File: config.mk
export PLATFORM = sky130hd
export DESIGN_NAME = integer_text_formatter_flat
export DESIGN_NICKNAME = d
export VERILOG_FILES = /design/src/rtl/itf_pkg.sv /design/src/rtl/itf_in_if.sv /design/src/rtl/itf_out_if.sv /design/src/rtl/itf_conv.sv /design/src/rtl/itf_emit.sv /design/src/rtl/integer_text_formatter.sv /design/src/flat_wrapper.sv
export SDC_FILE = /design/constraint.sdc
export NUM_CORES = 1
export LEC_CHECK = 0
export ABC_AREA = 0
export BUFFER_PORTS_ARGS = -buffer_cell sky130_fd_sc_hd__buf_2
export CAP_MARGIN = 40
export CORE_UTILIZATION = 54
export DETAILED_ROUTE_END_ITERATION = 10
export PLACE_DENSITY = 0.74
export REMOVE_ABC_BUFFERS = 1
export SYNTH_ARGS = -nofsm -noshare
export SYNTH_HDL_FRONTEND = slang
export SYNTH_SLANG_ARGS = --single-unit
export TNS_END_PERCENT = 10
File: constraint.sdc
create_clock -name clk -period 9.54 [get_ports clk]
set_input_delay 0 -clock clk [delete_from_list [all_inputs] [get_ports clk]]
set_output_delay 0 -clock clk [all_outputs]
set_load 0.03 [all_outputs]
File: src/rtl/itf_pkg.sv
// ----------------------------------------------------------------------------
// itf_pkg
// shared types, constants and helpers of the integer text formatter
// ----------------------------------------------------------------------------
package itf_pkg;

	localparam int VAL_W  = 64;
	localparam int DIG_W  = 4;
	localparam int NDIG   = 22;
	localparam int DBUF_W = NDIG * DIG_W;
	localparam int MAG_W  = VAL_W + 2;
	localparam int NDIG_W = $clog2(NDIG + 1);
	localparam int FW_W   = 6;
	localparam int CNT_W  = 6;

	localparam logic [1:0] RADIX_OCT = 2'd0;
	localparam logic [1:0] RADIX_DEC = 2'd1;
	localparam logic [1:0] RADIX_HEX = 2'd2;

	localparam logic [7:0] CH_ZERO  = 8'h30;
	localparam logic [7:0] CH_UA    = 8'h41;
	localparam logic [7:0] CH_LA    = 8'h61;
	localparam logic [7:0] CH_SPACE = 8'h20;
	localparam logic [7:0] CH_MINUS = 8'h2d;
	localparam logic [7:0] CH_X     = 8'h78;

	typedef enum logic [2:0] {
		CONV_IDLE,
		CONV_NEG,
		CONV_SHIFT,
		CONV_ALIGN,
		CONV_DONE
	} conv_state_t;

	typedef enum logic {
		EMIT_IDLE,
		EMIT_RUN
	} emit_state_t;

	// converted value handed from the converter to the emitter
	typedef struct packed {
		logic [DBUF_W-1:0] digits;
		logic [NDIG_W-1:0] ndig;
		logic              neg;
		logic              upper;
		logic              hexp;
		logic              octp;
		logic              zpad;
		logic              left;
		logic [FW_W-1:0]   width;
	} conv_res_t;

	function automatic logic [7:0] digit_char(input logic [DIG_W-1:0] d, input logic upper);
		logic [7:0] d8;
		d8 = {4'b0, d};
		if (d < 4'd10) begin
			return CH_ZERO + d8;
		end else begin
			return (upper ? CH_UA : CH_LA) + d8 - 8'd10;
		end
	endfunction

endpackage

File: src/rtl/itf_in_if.sv
// ----------------------------------------------------------------------------
// itf_in_if
// input channel: one value with its formatting flags
// ----------------------------------------------------------------------------
interface itf_in_if import itf_pkg::*; ();
	logic             valid;
	logic             ready;
	logic [VAL_W-1:0] value;
	logic             is_signed;
	logic [1:0]       radix;
	logic             upper_hex;
	logic [FW_W-1:0]  field_width;
	logic             left_justify;
	logic             zero_pad;
	logic             hex_prefix;
	logic             octal_prefix;

	modport source (
		output valid, value, is_signed, radix, upper_hex, field_width,
		output left_justify, zero_pad, hex_prefix, octal_prefix,
		input  ready
	);
	modport sink (
		input  valid, value, is_signed, radix, upper_hex, field_width,
		input  left_justify, zero_pad, hex_prefix, octal_prefix,
		output ready
	);
endinterface

File: src/rtl/itf_out_if.sv
// ----------------------------------------------------------------------------
// itf_out_if
// output channel: one ascii character per transaction
// ----------------------------------------------------------------------------
interface itf_out_if import itf_pkg::*; ();
	logic       valid;
	logic       ready;
	logic [7:0] character;
	logic       last_char;

	modport source (output valid, character, last_char, input ready);
	modport sink   (input valid, character, last_char, output ready);
endinterface

File: src/rtl/itf_conv.sv
// ----------------------------------------------------------------------------
// itf_conv
// digit-serial converter: nibble-serial negate of a negative signed value,
// then digit extraction (shift for octal and hex, double dabble for decimal), then strip of
// leading zero digits
// ----------------------------------------------------------------------------
module itf_conv import itf_pkg::*; (
	input  logic       clk,
	input  logic       arst_n,
	itf_in_if.sink     in_ch,
	output logic       res_valid,
	input  logic       res_ready,
	output conv_res_t  res
);

	conv_state_t       state_q, state_nx;
	logic [CNT_W-1:0]  cnt_q;
	logic [MAG_W-1:0]  mag_q;
	logic              carry_q;
	logic [1:0]        radix_q;
	logic [DBUF_W-1:0] dig_q;
	logic [NDIG_W-1:0] ndig_q;
	conv_res_t         flags_q;

	logic              accept;
	logic              cnt_end;
	logic              align_end;
	logic [DBUF_W-1:0] dabble;
	logic [DIG_W:0]    nsum;
	logic              in_neg;

	function automatic logic [CNT_W-1:0] conv_len(input logic [1:0] r);
		case (r)
			RADIX_OCT: return CNT_W'(NDIG - 1);
			RADIX_DEC: return CNT_W'(VAL_W - 1);
			default:   return CNT_W'(VAL_W / DIG_W - 1);
		endcase
	endfunction

	assign in_neg    = in_ch.is_signed & in_ch.value[VAL_W-1];
	assign cnt_end   = (cnt_q == '0);
	assign align_end = (ndig_q == NDIG_W'(1)) || (dig_q[DBUF_W-1 -: DIG_W] != '0);
	assign nsum      = {1'b0, ~mag_q[DIG_W-1:0]} + {{DIG_W{1'b0}}, carry_q};

	// add-3 correction on every bcd digit that is 5 or more
	always_comb begin
		for (int i = 0; i < NDIG; i++) begin
			if (dig_q[i*DIG_W +: DIG_W] >= 4'd5) begin
				dabble[i*DIG_W +: DIG_W] = dig_q[i*DIG_W +: DIG_W] + 4'd3;
			end else begin
				dabble[i*DIG_W +: DIG_W] = dig_q[i*DIG_W +: DIG_W];
			end
		end
	end

	// next state
	always_comb begin
		state_nx = state_q;
		case (state_q)
			CONV_IDLE:  if (in_ch.valid) state_nx = in_neg ? CONV_NEG : CONV_SHIFT;
			CONV_NEG:   if (cnt_end) state_nx = CONV_SHIFT;
			CONV_SHIFT: if (cnt_end) state_nx = CONV_ALIGN;
			CONV_ALIGN: if (align_end) state_nx = CONV_DONE;
			CONV_DONE:  if (res_ready) state_nx = CONV_IDLE;
			default:    state_nx = CONV_IDLE;
		endcase
	end

	// outputs
	always_comb begin
		in_ch.ready = (state_q == CONV_IDLE);
		res_valid   = (state_q == CONV_DONE);
		accept      = in_ch.valid && in_ch.ready;
		res         = flags_q;
		res.digits  = dig_q;
		res.ndig    = ndig_q;
	end

	always_ff @(posedge clk or negedge arst_n) begin
		if (!arst_n) begin
			state_q <= CONV_IDLE;
			cnt_q   <= '0;
		end else begin
			state_q <= state_nx;
			if (accept) begin
				cnt_q <= in_neg ? CNT_W'(VAL_W / DIG_W - 1) : conv_len(in_ch.radix);
			end else if (state_q == CONV_NEG && cnt_end) begin
				cnt_q <= conv_len(radix_q);
			end else if (!cnt_end) begin
				cnt_q <= cnt_q - CNT_W'(1);
			end
		end
	end

	always_ff @(posedge clk) begin
		if (accept) begin
			mag_q          <= {2'b00, in_ch.value};
			carry_q        <= 1'b1;
			radix_q        <= in_ch.radix;
			dig_q          <= '0;
			ndig_q         <= NDIG_W'(NDIG);
			flags_q.digits <= '0;
			flags_q.ndig   <= '0;
			flags_q.neg    <= in_neg;
			flags_q.upper  <= in_ch.upper_hex;
			flags_q.hexp   <= in_ch.hex_prefix;
			flags_q.octp   <= in_ch.octal_prefix;
			flags_q.zpad   <= in_ch.zero_pad;
			flags_q.left   <= in_ch.left_justify;
			flags_q.width  <= in_ch.field_width;
		end else begin
			case (state_q)
				CONV_NEG: begin
					// rotate right one nibble, replacing it by its negated form
					mag_q[VAL_W-1:0] <= {nsum[DIG_W-1:0], mag_q[VAL_W-1:DIG_W]};
					carry_q          <= nsum[DIG_W];
				end
				CONV_SHIFT: begin
					case (radix_q)
						RADIX_OCT: begin
							dig_q <= {dig_q[DBUF_W-DIG_W-1:0], 1'b0, mag_q[MAG_W-1 -: 3]};
							mag_q <= {mag_q[MAG_W-4:0], 3'b000};
						end
						RADIX_DEC: begin
							dig_q <= {dabble[DBUF_W-2:0], mag_q[VAL_W-1]};
							mag_q <= {mag_q[MAG_W-2:0], 1'b0};
						end
						default: begin
							dig_q <= {dig_q[DBUF_W-DIG_W-1:0], mag_q[VAL_W-1 -: DIG_W]};
							mag_q <= {mag_q[MAG_W-DIG_W-1:0], {DIG_W{1'b0}}};
						end
					endcase
				end
				CONV_ALIGN: begin
					if (!align_end) begin
						dig_q  <= {dig_q[DBUF_W-DIG_W-1:0], {DIG_W{1'b0}}};
						ndig_q <= ndig_q - NDIG_W'(1);
					end
				end
				default: begin
				end
			endcase
		end
	end

endmodule

File: src/rtl/itf_emit.sv
// ----------------------------------------------------------------------------
// itf_emit
// character sequencer: lays out padding, sign, prefixes and digits and, while
// not stalled, sends one character per cycle through an output register
// ----------------------------------------------------------------------------
module itf_emit import itf_pkg::*; (
	input  logic       clk,
	input  logic       arst_n,
	input  logic       res_valid,
	output logic       res_ready,
	input  conv_res_t  res,
	itf_out_if.source  out_ch
);

	emit_state_t       state_q, state_nx;
	logic [FW_W-1:0]   idx_q;
	logic [FW_W-1:0]   lp_end_q, sgn_end_q, hx_end_q, zp_end_q, dg_end_q, last_q;
	logic [DBUF_W-1:0] dig_q;
	logic              upper_q;
	logic              ovalid_q;
	logic [7:0]        char_q;
	logic              lastc_q;

	logic              load;
	logic              step;
	logic              at_last;
	logic              in_dig;
	logic [7:0]        ch;
	logic [FW_W-1:0]   len, pad, lp, zp, sgn_end, hx_end, oc_end, zp_end, dg_end;

	// region boundaries of the text, from the converted value
	always_comb begin
		len = FW_W'(res.ndig) + FW_W'(res.neg) + FW_W'(res.octp) + FW_W'({res.hexp, 1'b0});
		pad = (res.width > len) ? res.width - len : '0;
		lp  = (!res.zpad && !res.left) ? pad : '0;
		zp  = res.zpad ? pad : '0;
		sgn_end = lp + FW_W'(res.neg);
		hx_end  = sgn_end + FW_W'({res.hexp, 1'b0});
		oc_end  = hx_end + FW_W'(res.octp);
		zp_end  = oc_end + zp;
		dg_end  = zp_end + FW_W'(res.ndig);
	end

	// character at the current position
	always_comb begin
		in_dig = 1'b0;
		if (idx_q < lp_end_q) begin
			ch = CH_SPACE;
		end else if (idx_q < sgn_end_q) begin
			ch = CH_MINUS;
		end else if (idx_q < hx_end_q) begin
			ch = (idx_q == sgn_end_q) ? CH_ZERO : CH_X;
		end else if (idx_q < zp_end_q) begin
			ch = CH_ZERO;
		end else if (idx_q < dg_end_q) begin
			ch     = digit_char(dig_q[DBUF_W-1 -: DIG_W], upper_q);
			in_dig = 1'b1;
		end else begin
			ch = CH_SPACE;
		end
	end

	assign at_last = (idx_q == last_q);

	// next state
	always_comb begin
		state_nx = state_q;
		case (state_q)
			EMIT_IDLE: if (res_valid) state_nx = EMIT_RUN;
			EMIT_RUN:  if (step && at_last) state_nx = EMIT_IDLE;
			default:   state_nx = EMIT_IDLE;
		endcase
	end

	// outputs
	always_comb begin
		res_ready        = (state_q == EMIT_IDLE);
		load             = res_valid && res_ready;
		step             = (state_q == EMIT_RUN) && (!ovalid_q || out_ch.ready);
		out_ch.valid     = ovalid_q;
		out_ch.character = char_q;
		out_ch.last_char = lastc_q;
	end

	always_ff @(posedge clk or negedge arst_n) begin
		if (!arst_n) begin
			state_q  <= EMIT_IDLE;
			ovalid_q <= 1'b0;
			idx_q    <= '0;
		end else begin
			state_q <= state_nx;
			if (step) begin
				ovalid_q <= 1'b1;
			end else if (out_ch.ready) begin
				ovalid_q <= 1'b0;
			end
			if (load) begin
				idx_q <= '0;
			end else if (step) begin
				idx_q <= idx_q + FW_W'(1);
			end
		end
	end

	always_ff @(posedge clk) begin
		if (load) begin
			lp_end_q  <= lp;
			sgn_end_q <= sgn_end;
			hx_end_q  <= hx_end;
			zp_end_q  <= zp_end;
			dg_end_q  <= dg_end;
			last_q    <= ((res.width > len) ? res.width : len) - FW_W'(1);
			dig_q     <= res.digits;
			upper_q   <= res.upper;
		end else if (step) begin
			char_q  <= ch;
			lastc_q <= at_last;
			if (in_dig) begin
				dig_q <= {dig_q[DBUF_W-DIG_W-1:0], {DIG_W{1'b0}}};
			end
		end
	end

endmodule

File: src/rtl/integer_text_formatter.sv
// ----------------------------------------------------------------------------
// integer_text_formatter
// formats a 64-bit integer as printf-style ascii text, one character per
// output transaction, with the final character of each value marked
// ----------------------------------------------------------------------------
// path: from input to first character valid, a negative signed value is
//   first negated, then digits are extracted for octal, decimal or hex,
//   leading zero digits are stripped, and the value is handed to the
//   emitter and passes its output register
// throughput: one character per cycle within a value while the output is
//   not stalled; a new value is taken once the converter has handed its
//   digits to the emitter, so conversion overlaps the output of the previous
//   value
// reset: arst_n clears both state machines and the output valid at once
// ----------------------------------------------------------------------------
module integer_text_formatter import itf_pkg::*; (
	input  logic      clk,
	input  logic      arst_n,
	itf_in_if.sink    in_ch,
	itf_out_if.source out_ch
);

	// converter to emitter handoff
	logic      res_valid;
	logic      res_ready;
	conv_res_t res;

	// digit-serial conversion: magnitude, then digits one per cycle (one bit
	// per cycle through the bcd register for decimal)
	itf_conv u_conv (
		.clk       (clk),
		.arst_n    (arst_n),
		.in_ch     (in_ch),
		.res_valid (res_valid),
		.res_ready (res_ready),
		.res       (res)
	);

	// character sequencer with its output register, shifting digits out
	// of the top of the digit register
	itf_emit u_emit (
		.clk       (clk),
		.arst_n    (arst_n),
		.res_valid (res_valid),
		.res_ready (res_ready),
		.res       (res),
		.out_ch    (out_ch)
	);

endmodule

File: src/flat_wrapper.sv
// flat-port wrapper written by rule: the top's interface ports become plain ports
module integer_text_formatter_flat import itf_pkg::*;
  (clk, arst_n, in_ch_valid, in_ch_value, in_ch_is_signed, in_ch_radix, in_ch_upper_hex, in_ch_field_width, in_ch_left_justify, in_ch_zero_pad, in_ch_hex_prefix, in_ch_octal_prefix, in_ch_ready, out_ch_valid, out_ch_character, out_ch_last_char, out_ch_ready);
  itf_in_if in_ch_i ();
  itf_out_if out_ch_i ();
  input  logic clk;
  input  logic arst_n;
  input wire logic [$bits(in_ch_i.valid)-1:0] in_ch_valid;
  input wire logic [$bits(in_ch_i.value)-1:0] in_ch_value;
  input wire logic [$bits(in_ch_i.is_signed)-1:0] in_ch_is_signed;
  input wire logic [$bits(in_ch_i.radix)-1:0] in_ch_radix;
  input wire logic [$bits(in_ch_i.upper_hex)-1:0] in_ch_upper_hex;
  input wire logic [$bits(in_ch_i.field_width)-1:0] in_ch_field_width;
  input wire logic [$bits(in_ch_i.left_justify)-1:0] in_ch_left_justify;
  input wire logic [$bits(in_ch_i.zero_pad)-1:0] in_ch_zero_pad;
  input wire logic [$bits(in_ch_i.hex_prefix)-1:0] in_ch_hex_prefix;
  input wire logic [$bits(in_ch_i.octal_prefix)-1:0] in_ch_octal_prefix;
  output wire logic [$bits(in_ch_i.ready)-1:0] in_ch_ready;
  output wire logic [$bits(out_ch_i.valid)-1:0] out_ch_valid;
  output wire logic [$bits(out_ch_i.character)-1:0] out_ch_character;
  output wire logic [$bits(out_ch_i.last_char)-1:0] out_ch_last_char;
  input wire logic [$bits(out_ch_i.ready)-1:0] out_ch_ready;
  assign in_ch_i.valid = in_ch_valid;
  assign in_ch_i.value = in_ch_value;
  assign in_ch_i.is_signed = in_ch_is_signed;
  assign in_ch_i.radix = in_ch_radix;
  assign in_ch_i.upper_hex = in_ch_upper_hex;
  assign in_ch_i.field_width = in_ch_field_width;
  assign in_ch_i.left_justify = in_ch_left_justify;
  assign in_ch_i.zero_pad = in_ch_zero_pad;
  assign in_ch_i.hex_prefix = in_ch_hex_prefix;
  assign in_ch_i.octal_prefix = in_ch_octal_prefix;
  assign in_ch_ready = in_ch_i.ready;
  assign out_ch_valid = out_ch_i.valid;
  assign out_ch_character = out_ch_i.character;
  assign out_ch_last_char = out_ch_i.last_char;
  assign out_ch_i.ready = out_ch_ready;
  integer_text_formatter u_core (.clk(clk), .arst_n(arst_n), .in_ch(in_ch_i), .out_ch(out_ch_i));
endmodule
=== Yosys cells after proc, flatten, opt, wreduce, memory -nomap -nowiden ===
Index checks and enable logic that the tools add are counted.

* Input port bits: 82
* ROM bits: 0
* Word-level logic and storage cells: 212
* Bits in writable memories: 0
* Memories kept: 0
* Latch bits: 0
* Flip-flop bits (word level): 325

* Multiplexer cells: 67
* Eq/ne operators: 16
* Add/sub/neg operators: 39
* Shift-type cells: 0
* Multipliers: 0
* $lt $le $gt $ge: 29
* Bitwise logic cells: 5
* Div/mod/pow operators: 0
* Reductions and logical operators: 27

{| class="wikitable"
|+ Operators by type and width
! kind !! count
|-
| 88-bit two-way mux || 4
|-
| 88-bit case mux with 2 select lines || 2
|-
| 66-bit case mux with 2 select lines || 1
|-
| 64-bit case mux with 2 select lines || 1
|-
| 4-bit by 3-bit greater-or-equal comparator with 1-bit output (second input constant) || 22
|-
| 4-bit two-way mux || 22
|-
| 4-bit by 2-bit adder with 4-bit output (second input constant) || 21
|-
| 6-bit two-way mux || 11
|-
| 64-bit two-way mux || 1
|-
| 8-bit two-way mux || 4
|-
| 6-bit less-than comparator || 5
|-
| 6-bit case mux with 2 select lines || 2
|-
| 6-bit by 1-bit adder with 6-bit output || 3
|-
| 3-bit two-way mux || 6
|-
| 3-bit case mux with 5 select lines || 1
|-
| 6-bit by 2-bit adder with 6-bit output || 2
|-
| 6-bit == test || 2
|-
| 2-bit inequality test (second input constant) || 6
|-
| 6-bit by 1-bit subtractor with 6-bit output (second input constant) || 2
|-
| 1-bit two-way mux || 9
|-
| 7-bit by 4-bit adder with 8-bit output || 1
|-
| 2-bit AND reduction || 4
|-
| 2-bit nonzero test || 4
|-
| 8-bit by 4-bit subtractor with 8-bit output (second input constant) || 1
|-
| 33 further kinds || 46
|}

=== Depth between registers and ports, before layout ===
* Word-level depth: 11
* Depth in mapped cells: 23
* Mapped depth without buffers: 23

=== By module ===
A second synthesis with hierarchy kept.

* Cell total of the unflattened synthesis: 2201
* Area, all modules: 19562.5 um^2

{| class="wikitable"
|+ By module, submodules not included
! module !! cells each !! seq. area each (um^2) !! times used !! area an instance (um^2)
|-
| itf_conv || 1473 || 4489.3 || 1 || 12059.1
|-
| itf_emit || 728 || 4164.0 || 1 || 7503.4
|}

=== Worst setup path after synthesis ===
OpenSTA, ideal clock, no wires.

* Path kind: reg-to-reg
* From: register u_core.u_emit.idx_q[1]
* To: register u_core.u_emit.dig_q[0], enable pin
* Data arrival time: 8.243 ns
* Setup time: 0.665 ns
* Required time: 8.875 ns
* Slack: 0.632 ns
* Buffers on the path: 0
* Stages on the path, launching flop included: 9
* Clock period less this slack: 8.908 ns
* Path through: dfrtp_1 ha_1 a21o_1 a21o_1 a21o_1 a21o_1 a21oi_2 nand3_1 o31ai_1

* Cells in the longest elaborated chain, start to end: 8
* Elaborated cells between the ends (all ways): 12
* Classes of those cells: 5 x order compare; 5 x mux; 2 x reduce/logical

{| class="wikitable"
|+ Ends and longest elaborated chain
! what !! line !! text
|-
| from (decl) || itf_emit.sv:16 || <nowiki>logic [FW_W-1:0] idx_q;</nowiki>
|-
| from (signal assigned) || itf_emit.sv:100 || <nowiki>idx_q <= idx_q + FW_W'(1);</nowiki>
|-
| 6-bit less-than comparator || itf_emit.sv:55 || <nowiki>end else if (idx_q < dg_end_q) begin</nowiki>
|-
| 1-bit two-way mux || itf_emit.sv:55 ||
|-
| 1-bit two-way mux || itf_emit.sv:53 || <nowiki>end else if (idx_q < zp_end_q) begin</nowiki>
|-
| 1-bit two-way mux || itf_emit.sv:51 || <nowiki>end else if (idx_q < hx_end_q) begin</nowiki>
|-
| 1-bit two-way mux || itf_emit.sv:49 || <nowiki>end else if (idx_q < sgn_end_q) begin</nowiki>
|-
| 1-bit two-way mux (*) || itf_emit.sv:47 || <nowiki>if (idx_q < lp_end_q) begin</nowiki>
|-
| 2-bit nonzero test (no line) (*) || n/a ||
|-
| 2-bit AND reduction (no line) (*) || n/a ||
|-
| to (signal assigned) || itf_emit.sv:113 || <nowiki>dig_q <= res.digits;</nowiki>
|-
| to (signal assigned) || itf_emit.sv:119 || <nowiki>dig_q <= {dig_q[DBUF_W-DIG_W-1:0], {DIG_W{1'b0}}};</nowiki>
|-
| to (decl) || itf_emit.sv:18 || <nowiki>logic [DBUF_W-1:0] dig_q;</nowiki>
|}

Mark *: on every way between the ends. The rest lies on a longest branch, timed or not.
A chain may end at the register's enable or synchronous reset.

=== Final worst setup path ===
* From: register u_core.u_conv.ndig_q[0]
* To: register u_core.u_emit.dg_end_q[5], data pin

* Cells in the longest elaborated chain, start to end: 11
* Elaborated cells between the ends (all ways): 13
* Classes of those cells: 9 x add/sub; 1 x order compare; 3 x mux

{| class="wikitable"
|+ Ends and longest elaborated chain
! what !! line !! text
|-
| from (decl) || itf_conv.sv:22 || <nowiki>logic [NDIG_W-1:0] ndig_q;</nowiki>
|-
| from (signal assigned) || itf_conv.sv:101 || <nowiki>ndig_q <= NDIG_W'(NDIG);</nowiki>
|-
| from (signal assigned) || itf_conv.sv:137 || <nowiki>ndig_q <= ndig_q - NDIG_W'(1);</nowiki>
|-
| 5-bit by 1-bit adder with 6-bit output (*) || itf_emit.sv:33 || <nowiki>len = FW_W'(res.ndig) + FW_W'(res.neg) + FW_W'(res.octp) + FW_W'({res.hexp, 1'b0});</nowiki>
|-
| 6-bit by 1-bit adder with 6-bit output (*) || itf_emit.sv:33 ||
|-
| 6-bit by 2-bit adder with 6-bit output (*) || itf_emit.sv:33 ||
|-
| 6-bit subtractor / 6-bit greater-than comparator (equally long branches) || itf_emit.sv:34 || <nowiki>pad = (res.width > len) ? res.width - len : '0;</nowiki>
|-
| 6-bit two-way mux (*) || itf_emit.sv:34 ||
|-
| 6-bit two-way mux (*) || itf_emit.sv:35 || <nowiki>lp = (!res.zpad && !res.left) ? pad : '0;</nowiki>
|-
| net u_core.u_emit.lp[0] || itf_emit.sv:29 || <nowiki>logic [FW_W-1:0] len, pad, lp, zp, sgn_end, hx_end, oc_end, zp_end, dg_end;</nowiki>
|-
| 6-bit by 1-bit adder with 6-bit output (*) || itf_emit.sv:37 || <nowiki>sgn_end = lp + FW_W'(res.neg);</nowiki>
|-
| net u_core.u_emit.sgn_end[2] || itf_emit.sv:29 ||
|-
| 6-bit by 2-bit adder with 6-bit output (*) || itf_emit.sv:38 || <nowiki>hx_end = sgn_end + FW_W'({res.hexp, 1'b0});</nowiki>
|-
| net u_core.u_emit.hx_end[3] || itf_emit.sv:29 ||
|-
| 6-bit by 1-bit adder with 6-bit output (*) || itf_emit.sv:39 || <nowiki>oc_end = hx_end + FW_W'(res.octp);</nowiki>
|-
| 6-bit adder (*) || itf_emit.sv:40 || <nowiki>zp_end = oc_end + zp;</nowiki>
|-
| net u_core.u_emit.zp_end[3] || itf_emit.sv:29 ||
|-
| 6-bit by 5-bit adder with 6-bit output (*) || itf_emit.sv:41 || <nowiki>dg_end = zp_end + FW_W'(res.ndig);</nowiki>
|-
| net u_core.u_emit.dg_end[5] || itf_emit.sv:29 ||
|-
| to (signal assigned) || itf_emit.sv:111 || <nowiki>dg_end_q <= dg_end;</nowiki>
|-
| to (decl) || itf_emit.sv:17 || <nowiki>logic [FW_W-1:0] lp_end_q, sgn_end_q, hx_end_q, zp_end_q, dg_end_q, last_q;</nowiki>
|}

Mark *: on every way through the listed nets, which the timed path passes. The rest lies on a longest branch.

==> run summary <==
STA
------------------------------------------------------------------------------------------------------
Number of hold-slack violations in the final timing report                                           0
Minimum period implied by the final worst setup slack                                          5.80 ns
Worst-case headroom to the max-slew limit                                                        40.1%
Worst Hold Slack                                                                              0.199 ns
Max Clock Skew                                                                               0.0219 ns
Transition time at the pin with the least slew margin                                         0.898 ns
RSZ-0062 raised after global routing                                                                no
Finish-stage setup viols                                                                             0
Max Freq                                                                                     0.172 GHz
Fraction of the cycle the final worst path needs                                                 60.8%
Max Slew Vio Count                                                                                   0

YOSYS
------------------------------------------------------------------------------------------------------
Cell count after synthesis                                                                        2031
Total of flip-flops plus latches after synthesis                                                   323
Area fraction in and, or, nand and nor cells after synthesis                                     13.0%
Post-synth EDFFs                                                                                   210
XOR/XNOR Fraction of Synth Area                                                                  3.24%
Proportion of synthesized flip-flops having asynchronous set or reset                            5.26%
Synth Area in Compound Gates                                                                     17.7%
Cell variety after synth                                                                            60
Proportion of synthesized chip area in sequential cells                                          45.5%
Mux share of post-synthesis cell area                                                            8.52%
Dominant synthesized flop cell                                                            sky130_fd_sc_hd__edfxtp_1
Share of synthesized cell area in full adder, half adder and majority cells                      7.21%
Dominant combinational cell family by area after synthesis                                compound AO/OA/AOI/OAI gates
Syn Std Cell Area                                                                            19000 um2
Total of warnings raised by yosys                                                                    0
Mean instance size in the synthesized netlist                                                 9.37 um2

PWR
------------------------------------------------------------------------------------------------------
Power per standard cell area                                                                133 nW/um2
VDD IR-drop max                                                                               0.128 mV
Leakage dissipation                                                                            8.49 nW
Overall power                                                                                  2.90 mW

WORST SETUP PATH
------------------------------------------------------------------------------------------------------
Worst Setup Path Type                                                                     flop to flop
Crit path capture type                                                                            flop
Worst setup path startpoint                                                               u_core.u_conv.ndig_q[0]$_SDFFE_PP0P_
Largest fanout on the critical path                                                                  5
Critical path startpoint category                                                                 flop
Reg2Reg Launch Point                                                                      u_core.u_conv.ndig_q[0]$_SDFFE_PP0P_
Endpoint required time on the critical path                                                    9.80 ns
Arrival time of data at the critical path endpoint                                             6.06 ns

GLOBAL ROUTING
------------------------------------------------------------------------------------------------------
Number of global-route vias before repair                                                        14700
Combined global-route utilization of all metal layers                                            23.9%
Wire length of the first global-routing pass                                                  71500 um
Remaining global-route overflow                                                                      0
Maximum number of pins on one net before global-route repair                                       141
Initial antenna violation count                                                                      0

CLOCK NETWORK
------------------------------------------------------------------------------------------------------
Skew-Pair Late Insertion Delay                                                                 0.53 ns
Number of sinks driven by the clock tree                                                           323
Number of buffers added for setup after CTS                                                          0
Number of levels the H-tree was split into                                                           2
Total clock buffers created by CTS                                                                  36
CTS tree                                                                                          done
Clock transition at the register clock pins on the worst setup and hold paths after CTS        0.06 ns
Clock Path Buffers                                                                                   3
Clock Tree Root                                                                           sky130_fd_sc_hd__clkbuf_16

FLOORPLAN
------------------------------------------------------------------------------------------------------
Chip Width                                                                                      190 um
Die outline height                                                                              190 um
Num rows                                                                                            68
Floorplan die area                                                                           36000 um2
Number of primary I/O pins                                                                          93
Area of the placeable core                                                                   34600 um2
Initial standard-cell utilization of the core                                                    54.9%

ROUTING
------------------------------------------------------------------------------------------------------
DRC violations left                                                                                  0
Drt via density                                                                                   5.78
Antenna viol nets, final                                                                             0
First drt pass iteration count                                                                       5
WL/cell                                                                                        16.3 um
Number of DRC violations after detailed-routing iteration 0                                       1178
Sum of routed wire length over all layers                                                     42800 um
Total number of vias                                                                             15200

PLACE
------------------------------------------------------------------------------------------------------
Weighted congestion reported at the end of routability-driven placement                          0.832
Number of placed cells counting well taps                                                         2478
Input/output buffers                                                                                91
Area after detailed placement                                                                19900 um2
Post-detail-place hpwl                                                                        26800 um

LAYOUT
------------------------------------------------------------------------------------------------------
Most common cell after layout, fill and taps aside                                        sky130_fd_sc_hd__nor2_1
Number of nets at the end of the flow                                                             2331
Layout cells sized above 1                                                                       12.7%
Highest-count cells in the layout ignoring fill and taps                                  sky130_fd_sc_hd__nor2_1, sky130_fd_sc_hd__a21oi_1, sky130_fd_sc_hd__edfxtp_1, sky130_fd_sc_hd__nand2_1, sky130_fd_sc_hd__o21ai_0
# fillers                                                                                         2722
Antenna cell count                                                                                   0
Area growth from synthesis to layout                                                             14.7%
Number of non-filler instances in the completed layout                                            2626
Final cell area excluding filler cells                                                       21800 um2

MIN PATH
------------------------------------------------------------------------------------------------------
Worst min-delay path startpoint                                                           in_ch_field_width[5]
Path type of the worst min-delay path                                                     primary input to flop

STATUS
------------------------------------------------------------------------------------------------------
Result of the run                                                                         finished, final reports clean

JOB
------------------------------------------------------------------------------------------------------
Number of max-cap violations                                                                         0

[repair_timing]
action / 4_1_cts / 5_1_grt
hold buffers: 81 / 0
resized for setup: 0 / 0
hold endpoints to repair: 101 / 0
[through the flow]
stage	setup TNS (ns)	util [%]	worst slack [ns]
2_1_floorplan	-46.47	-	-0.528
3_3_place_gp	0	57.1	3.99
3_5_place_dp	0	57.4	3.80
4_1_cts	0	63.0	3.78
5_1_grt	0	63.0	3.30
6_report	0	63.0	3.74
[final timing paths]
path                                                       end  slack [ns]  cells past startpoint
setup / recovery           u_core.u_emit.dg_end_q[5]$_DFFE_PP_        3.74                     23
hold / removal                  u_core.u_conv.res[5]$_DFFE_PP_        0.20                      2
setup reg to reg           u_core.u_emit.dg_end_q[5]$_DFFE_PP_        3.74                     23
hold reg to reg                u_core.u_emit.upper_q$_DFFE_PP_        0.42                      0
max in group asynchronous   u_core.u_conv.cnt_q[3]$_DFFE_PN0P_        8.69                      4
min in group asynchronous   u_core.u_emit.idx_q[4]$_DFFE_PN0P_        0.44                      3
[per-layer routing]
layer  GRT usage [%]  share of wire [%]
met1            31.3                 44
met5               0                  0
met3            2.73                4.5
met2            41.1                 49
met4            8.16                2.5
[state kept, by name, summed over array words and instances (netlist names), 2 cells and up]
register	cells
u_core.u_emit.dg_end_q	6
u_core.u_emit.dig_q	88
u_core.u_emit.hx_end_q	5
u_core.u_emit.idx_q	6
u_core.u_conv.state_q	3
u_core.u_conv.dig_q	88
u_core.u_emit.last_q	6
u_core.u_conv.cnt_q	6
u_core.u_conv.ndig_q	5
u_core.u_emit.lp_end_q	6
u_core.u_conv.radix_q	2
u_core.u_conv.mag_q	66
u_core.u_emit.out_ch.character	7
u_core.u_emit.zp_end_q	6
u_core.u_emit.sgn_end_q	6
u_core.u_conv.res	12
[Yosys cell counts, drive strengths merged (14+ instances only)]
cell,instances,share of area [%]
a21o,22,0.87
ha,100,6.6
mux2i,64,3.4
dfrtp,17,2.2
o211ai,64,2.5
nor2b,14,0.46
nand2b,40,1.3
xnor2,48,2.2
buf,25,0.62
inv,115,2.3
a21oi,249,6.6
nand2,172,3.4
dfxtp,96,10
xor2,19,0.87
o31ai,24,0.95
a211oi,52,2.1
nand3,32,0.84
nor2,264,5.2
edfxtp,210,33
mux2,87,5.1
nor3,15,0.45
o21ai,138,3.6
clkbuf,94,1.9
[cell type report]
class / count / area [um2] / share of cell area, %
Multi-Input combinational cell: 1472 / 9520 / 43.6
Inverter: 117 / 444 / 2.04
Tap cell: 455 / 569 / 2.61
Clock buffer: 49 / 1010 / 4.64
Sequential cell: 323 / 8650 / 39.7
Timing Repair Buffer: 193 / 1500 / 6.89
Clock inverter: 17 / 114 / 0.522
[cells by family (layout without fill, tap and decap cells)]
kind of cell	Yosys count	in the layout
buf+inv	236	376
simple gates	571	571
compound gates	575	575
xor+xnor	68	68
other cells	1	1
mux	151	151
flops	323	323
fa+ha+maj	106	106
[worst max-delay path, cell delays in order (launching register included)]
cell,delay [ns]
sky130_fd_sc_hd__dfxtp_1,0.42
sky130_fd_sc_hd__fa_1,0.22
sky130_fd_sc_hd__inv_1,0.06
sky130_fd_sc_hd__fa_1,0.42
sky130_fd_sc_hd__xnor2_1,0.25
sky130_fd_sc_hd__inv_1,0.07
sky130_fd_sc_hd__ha_1,0.36
sky130_fd_sc_hd__nand3_1,0.13
sky130_fd_sc_hd__a21oi_2,0.26
sky130_fd_sc_hd__o21a_1,0.22
sky130_fd_sc_hd__nor2_1,0.09
sky130_fd_sc_hd__nor4_1,0.33
sky130_fd_sc_hd__ha_1,0.25
sky130_fd_sc_hd__ha_1,0.18
sky130_fd_sc_hd__xor2_1,0.24
sky130_fd_sc_hd__ha_1,0.31
sky130_fd_sc_hd__xor2_1,0.27
sky130_fd_sc_hd__ha_1,0.32
sky130_fd_sc_hd__xnor2_1,0.25
sky130_fd_sc_hd__ha_1,0.32
sky130_fd_sc_hd__inv_1,0.08
sky130_fd_sc_hd__o21bai_1,0.08
sky130_fd_sc_hd__a21oi_1,0.19
sky130_fd_sc_hd__xnor3_1,0.24
[report_power, final]
| part | switching [mW] | internal [mW] |
|---|---|---|
| registers | 0.00980 | 1.48 |
| logic | 0.0266 | 0.0453 |
| clock network | 0.564 | 0.774 |
| total | 0.601 | 2.30 |
No activity file was read; power rests on OpenSTA's default activity.
